<file path="config.mk">
export PLATFORM = sky130hd
export DESIGN_NAME = mgfs_ctrl
export DESIGN_NICKNAME = d
export VERILOG_FILES = /design/src/hdl/mgfs_pkg.sv /design/src/hdl/mgfs_ctrl.sv
export SDC_FILE = /design/constraint.sdc
export NUM_CORES = 1
export LEC_CHECK = 0
export ABC_AREA = 1
export ABC_CLOCK_PERIOD_IN_PS = 1000
export BUFFER_PORTS_ARGS = -buffer_cell sky130_fd_sc_hd__buf_2
export CORE_AREA = 2 2 39 41
export CTS_CLUSTER_SIZE = 28
export DETAILED_ROUTE_END_ITERATION = 7
export DIE_AREA = 0 0 41 43
export HOLD_SLACK_MARGIN = 0.15
export PLACE_DENSITY = 0.52
export SLEW_MARGIN = 25
export SYNTH_ARGS = -nofsm -noshare
export SYNTH_HDL_FRONTEND = slang
export SYNTH_SLANG_ARGS = --single-unit
</file>
<file path="constraint.sdc">
create_clock -name clk -period 1 [get_ports clk]
set_input_delay 0.2 -clock clk [delete_from_list [all_inputs] [get_ports clk]]
set_output_delay 0.2 -clock clk [all_outputs]
set_load 0.01 [all_outputs]
</file>
<file path="src/hdl/mgfs_pkg.sv">
// Shared widths, register indexes and controller/datapath interface types
// for the masked grid field summary block. Depends on nothing.
`default_nettype none

package mgfs_pkg;

	localparam int FIELD_W    = 32;
	localparam int SUM_W      = 64;
	localparam int GRID_DIM_W = 13;
	localparam int HALO_W     = 12;
	localparam int CFG_IDX_W  = 2;
	localparam int CFG_DATA_W = 13;
	localparam int IN_DATA_W  = 4 * FIELD_W;
	localparam int OUT_USED_W = 4 * SUM_W + 1;
	localparam int OUT_DATA_W = ((OUT_USED_W + 7) / 8) * 8;

	localparam logic [CFG_IDX_W-1:0] CFG_GRID_WIDTH  = 2'd0;
	localparam logic [CFG_IDX_W-1:0] CFG_GRID_HEIGHT = 2'd1;
	localparam logic [CFG_IDX_W-1:0] CFG_HALO_WIDTH  = 2'd2;

	// controller to datapath
	typedef struct packed {
		logic accept;   // capture cell, advance counters
		logic mul;      // volume * density
		logic prod;     // saturate mass, form energy and temperature products
		logic acc;      // add into the accumulators
		logic emit;     // load output register, clear accumulators
	} mgfs_cmd_t;

	// datapath to controller
	typedef struct packed {
		logic counted;   // cell at current position lies outside the halo border
		logic last;      // cell at current position closes the grid
		logic pend_last; // captured cell closed the grid
	} mgfs_stat_t;

endpackage

`default_nettype wire

</file>
<file path="src/hdl/mgfs_ctrl.sv">
// Controller for the masked grid field summary: sequences one cell through
// product, mass and accumulate steps and owns the output valid. Uses mgfs_pkg.
`default_nettype none

module mgfs_ctrl
	import mgfs_pkg::*;
(
	input  wire logic       clk,
	input  wire logic       arst_n,
	input  wire logic       s_tvalid,
	output logic            s_tready,
	output logic            m_tvalid,
	input  wire logic       m_tready,
	input  wire mgfs_stat_t stat,
	output mgfs_cmd_t       cmd
);

	localparam logic [2:0] ST_IDLE = 3'd0;
	localparam logic [2:0] ST_MUL  = 3'd1;
	localparam logic [2:0] ST_PROD = 3'd2;
	localparam logic [2:0] ST_ACC  = 3'd3;
	localparam logic [2:0] ST_EMIT = 3'd4;

	logic [2:0] state_q;
	logic [2:0] state_next;
	logic       out_valid_q;

	assign s_tready = (state_q == ST_IDLE);
	assign m_tvalid = out_valid_q;

	always_comb begin
		cmd.accept = s_tvalid && s_tready;
		cmd.mul    = (state_q == ST_MUL);
		cmd.prod   = (state_q == ST_PROD);
		cmd.acc    = (state_q == ST_ACC);
		cmd.emit   = (state_q == ST_EMIT) && (!out_valid_q || m_tready);
	end

	always_comb begin
		state_next = state_q;
		case (state_q)
			ST_IDLE: begin
				if (cmd.accept) begin
					if (stat.counted)
						state_next = ST_MUL;
					else if (stat.last)
						state_next = ST_EMIT;
				end
			end
			ST_MUL:  state_next = ST_PROD;
			ST_PROD: state_next = ST_ACC;
			ST_ACC:  state_next = stat.pend_last ? ST_EMIT : ST_IDLE;
			ST_EMIT: begin
				if (cmd.emit)
					state_next = ST_IDLE;
			end
			default: state_next = ST_IDLE;
		endcase
	end

	always_ff @(posedge clk or negedge arst_n) begin
		if (!arst_n) begin
			state_q     <= ST_IDLE;
			out_valid_q <= 1'b0;
		end else begin
			state_q <= state_next;
			if (cmd.emit)
				out_valid_q <= 1'b1;
			else if (m_tready)
				out_valid_q <= 1'b0;
		end
	end

endmodule

`default_nettype wire

</file>
Word-level counts from Yosys, hierarchy flattened --
Index checks and enable logic that the tools add are counted.
Storage, ports and cells: word-level logic and storage cells 24, output and inout port bits 7, flip-flop bits (word level) 4
Operators by class: mux-type cells 8, reductions and logical operators 7, eq/ne operators 7
Operators by type and width (count):
- 2-to-1 mux 3 bit | 5
- one-hot mux 3 bit (5 select lines) | 1
- == test 3 x 2 -> 1 bit, second input constant | 2
- == test 3 x 1 -> 1 bit, second input constant | 1
- == test 3 bit, second input constant | 1
- logical NOT 3 bit | 1
- != test 3 x 1 -> 1 bit, second input constant | 1
- AND reduction 3 bit | 1
- logical AND 1 bit | 2
- 2-to-1 mux 1 bit | 2
- != test 2 x 1 -> 1 bit, second input constant | 1
- != test 2 bit, second input constant | 1
- nonzero test 2 bit | 1
- logical NOT 1 bit | 1
- logical OR 1 bit | 1

Longest topological paths before layout --
depth in word-level cells 5, depth in mapped cells 5

Least setup slack after synthesis --
OpenSTA, ideal clock, no wires.
path type reg-to-output, from register state_q[2], to output port cmd[4] in the netlist's numbering, arrival time 0.795 ns, cell stages (with the launch flop) 4, setup slack 0.005 ns, data required time 0.800 ns, cell sequence dfrtp_1 nor2_4 nand2_1 nor2_1
RTL lines:
- start, declared | RTL line mgfs_ctrl.sv:24 | logic [2:0] state_q;
- start signal, assigned | RTL line mgfs_ctrl.sv:66 | state_q <= state_next;
- end, declared | RTL line mgfs_ctrl.sv:15 | output mgfs_cmd_t cmd

==> flow_metrics.env <==
export IMPL_status="complete, but fails checks"
export IMPL_violations="setup timing"
export IMPL_ios=14
export IMPL_place_hpwl_um=460
export IMPL_hold_class="input port to register"
export IMPL_die_area_sq_um=1760
export IMPL_p_int_mw=0.780
export IMPL_start_kind="register"
export IMPL_drtIter0Drc=2
export IMPL_period_needed_ns=1.28
export IMPL_grt_pass1_wl_um=1040
export IMPL_cts_buffer_depth=2
export IMPL_netlist_instances=36
export IMPL_finish_net_count=68
export IMPL_htreeDepth=1
export IMPL_crit_type="register to primary output"
export IMPL_cts_tree="yes"
export IMPL_crit_arrival_ns=1.08
export IMPL_ir_drop_mv=1.00
export IMPL_cts_made_buffers=3
export IMPL_cts_sinks=4
export IMPL_diodes=0
export IMPL_start_util_pct=17.6
export IMPL_wl_per_cell_um=8.77
export IMPL_cap_violations=0
export IMPL_finClkSkew_ns=0.00104
export IMPL_synth_area_leaders="dfrtp_1 41%, inv_1 11%, nor2_1 11%"
export IMPL_worstPathMaxFanout=4
export IMPL_syn_nets=43
export IMPL_rows=14
export IMPL_hold_viol=0
export IMPL_grt_overflow=0
export IMPL_clock_latency_ns=0.23
export IMPL_worstSetupEndpointType="primary output"
export IMPL_power_frac_comb_pct=60.2
export IMPL_finalWorstSetupSlack_ns=-0.284
export IMPL_stdcell_count=75
export IMPL_synth_area_sq_um=244
export IMPL_gp_congestion=0.782
export IMPL_synth_top_area_share_pct=41.0
export IMPL_p_seq_share_pct=24.8
export IMPL_cts_root_buffer="clkbuf_4"
export IMPL_layout_drive_gt1_share_pct=49.2
export IMPL_grt_max_degree=6
export IMPL_worst_pin_slew_ns=0.146
export IMPL_synth_distinct_cells=9
export IMPL_yosysTopAreaCell="dfrtp_1"
export IMPL_clkPwrFrac_pct=15.0
export IMPL_placedCellCount=67
export IMPL_first_pass_iters=4
export IMPL_die_w_um=41
export IMPL_antenna_found_initial=0
export IMPL_via_per_inst=4.00
export IMPL_first_global_vias=275
export IMPL_ys_ff_latch=4
export IMPL_power_density_nw_per_um2=3180
export IMPL_maxSlewHeadroom_pct=90.2
export IMPL_path_clk_slew_ns=0.04
export IMPL_rsz0062_at_grt="yes"
export IMPL_num_vias=300
export IMPL_fin_tns_setup_ns=-1.93
export IMPL_ys_warn_count=0
export IMPL_switching_share_pct=41.7
export IMPL_synth_seq_area_share_pct=41.0
export IMPL_port_buffers=13
export IMPL_slew_viol_final=0
export IMPL_drc=0
export IMPL_syn2layout_area_growth_pct=72.3
export IMPL_wl_um=658
export IMPL_power_static_leakage_nw=0.249
export IMPL_required_ns=0.80
export IMPL_dieHeight_um=43
export IMPL_grt_total_usage_pct=9.39
export IMPL_period_share_pct=128
export IMPL_fmax_ghz=0.779
export IMPL_setup_violations=8
export IMPL_ant_nets=0
export IMPL_avgSynthCellArea_sq_um=6.78
export IMPL_p_sw_mw=0.559
export IMPL_core_sq_um=1380
-- power groups by stage --
stage | Sequential [mW] | Combinational [mW] | Clock, mW
2_1_floorplan | 0.319 | 0.360 | 0
3_3_place_gp | 0.318 | 0.604 | 0
3_5_place_dp | 0.318 | 0.607 | 0
4_1_cts | 0.310 | 0.724 | 0.211
5_1_grt | 0.337 | 0.910 | 0.227
6_report | 0.332 | 0.806 | 0.200
-- Yosys cell counts --
cell type / count
dfrtp_1: 4
inv_1: 7
inv_2: 1
nand2_1: 6
nand3_1: 4
nand4_1: 3
nor2_1: 7
nor2_4: 1
o21ai_0: 3
-- cell type report --
cell class | count | area, sq um
Inverter | 8 | 30.0
Timing Repair Buffer | 20 | 124
Sequential cell | 4 | 103
Tap cell | 16 | 20.0
Clock buffer | 3 | 22.5
Multi-Input combinational cell | 24 | 121
Fill cell | 162 | 963
-- state kept, by name (all words and copies together) (netlist names) --
signal	cells
m_tvalid	1
state_q	3
-- kinds of logic (layout without fill, tap and decap cells) --
kind of cell | after synthesis | in the layout | share of synthesized area [%]
compound gates | 3 | 3 | 6.15
flops | 4 | 4 | 41.0
simple gates | 21 | 21 | 40.5
buf+inv | 8 | 31 | 12.3
-- critical path: stages, from the launching register on --
cell	delay, ns
dfrtp_2	0.43
nor2_2	0.14
nand2_1	0.07
nor2_1	0.08
buf_2	0.13
-- placed cells by master, fill, tap and decap left out, drive strengths merged --
| cell type | instances |
|---|---|
| buf | 19 |
| dfrtp | 4 |
| clkbuf | 3 |
| nand2 | 6 |
| nand4 | 3 |
| nand3 | 4 |
| dlygate4sd3 | 1 |
| inv | 8 |
| nor2 | 8 |
| o21ai | 3 |
-- through the flow --
step	area, sq um	power (mW)	hold WS [ns]	worst slack (ns)	utilization (%)
2_1_floorplan	244	0.679	-0.0956	0.00524	-
3_3_place_gp	344	0.922	0.00969	-0.0477	24.9
3_5_place_dp	344	0.925	0.0117	-0.0649	24.9
4_1_cts	399	1.25	0.187	-0.293	28.8
5_1_grt	420	1.47	0.209	-0.366	30.4
6_report	420	1.34	0.186	-0.284	30.4
-- final timing paths --
check	startpoint	endpoint	slack, ns	depth (start not counted)
worst max-delay path	state_q[0]	cmd[0]	-0.28	4
worst min-delay path	m_tready	m_tvalid	0.19	2
worst max register to register	state_q[0]	state_q[2]	-0.23	7
worst min register to register	m_tvalid	m_tvalid	0.54	2
max in group asynchronous	arst_n	state_q[0]	0.57	2
min in group asynchronous	arst_n	state_q[2]	0.30	2
-- repair_timing --
action,in CTS,in global routing
endpoints found under the hold margin,4,0
resized for setup,0,6
buffers inserted,3,1
cloned,0,0
endpoints found under the setup margin,7,8
pin swaps,4,3
hold buffers,1,0
-- per-layer routing --
layer	vias to the layer above	routed length [um]	global-route usage [%]
met3	0	30	4.71
li1	160	-	-
met2	7	349	12.5
met5	-	0	0
met1	133	278	10.5
met4	0	0	8.00
Power figures use the tool's default switching activity.
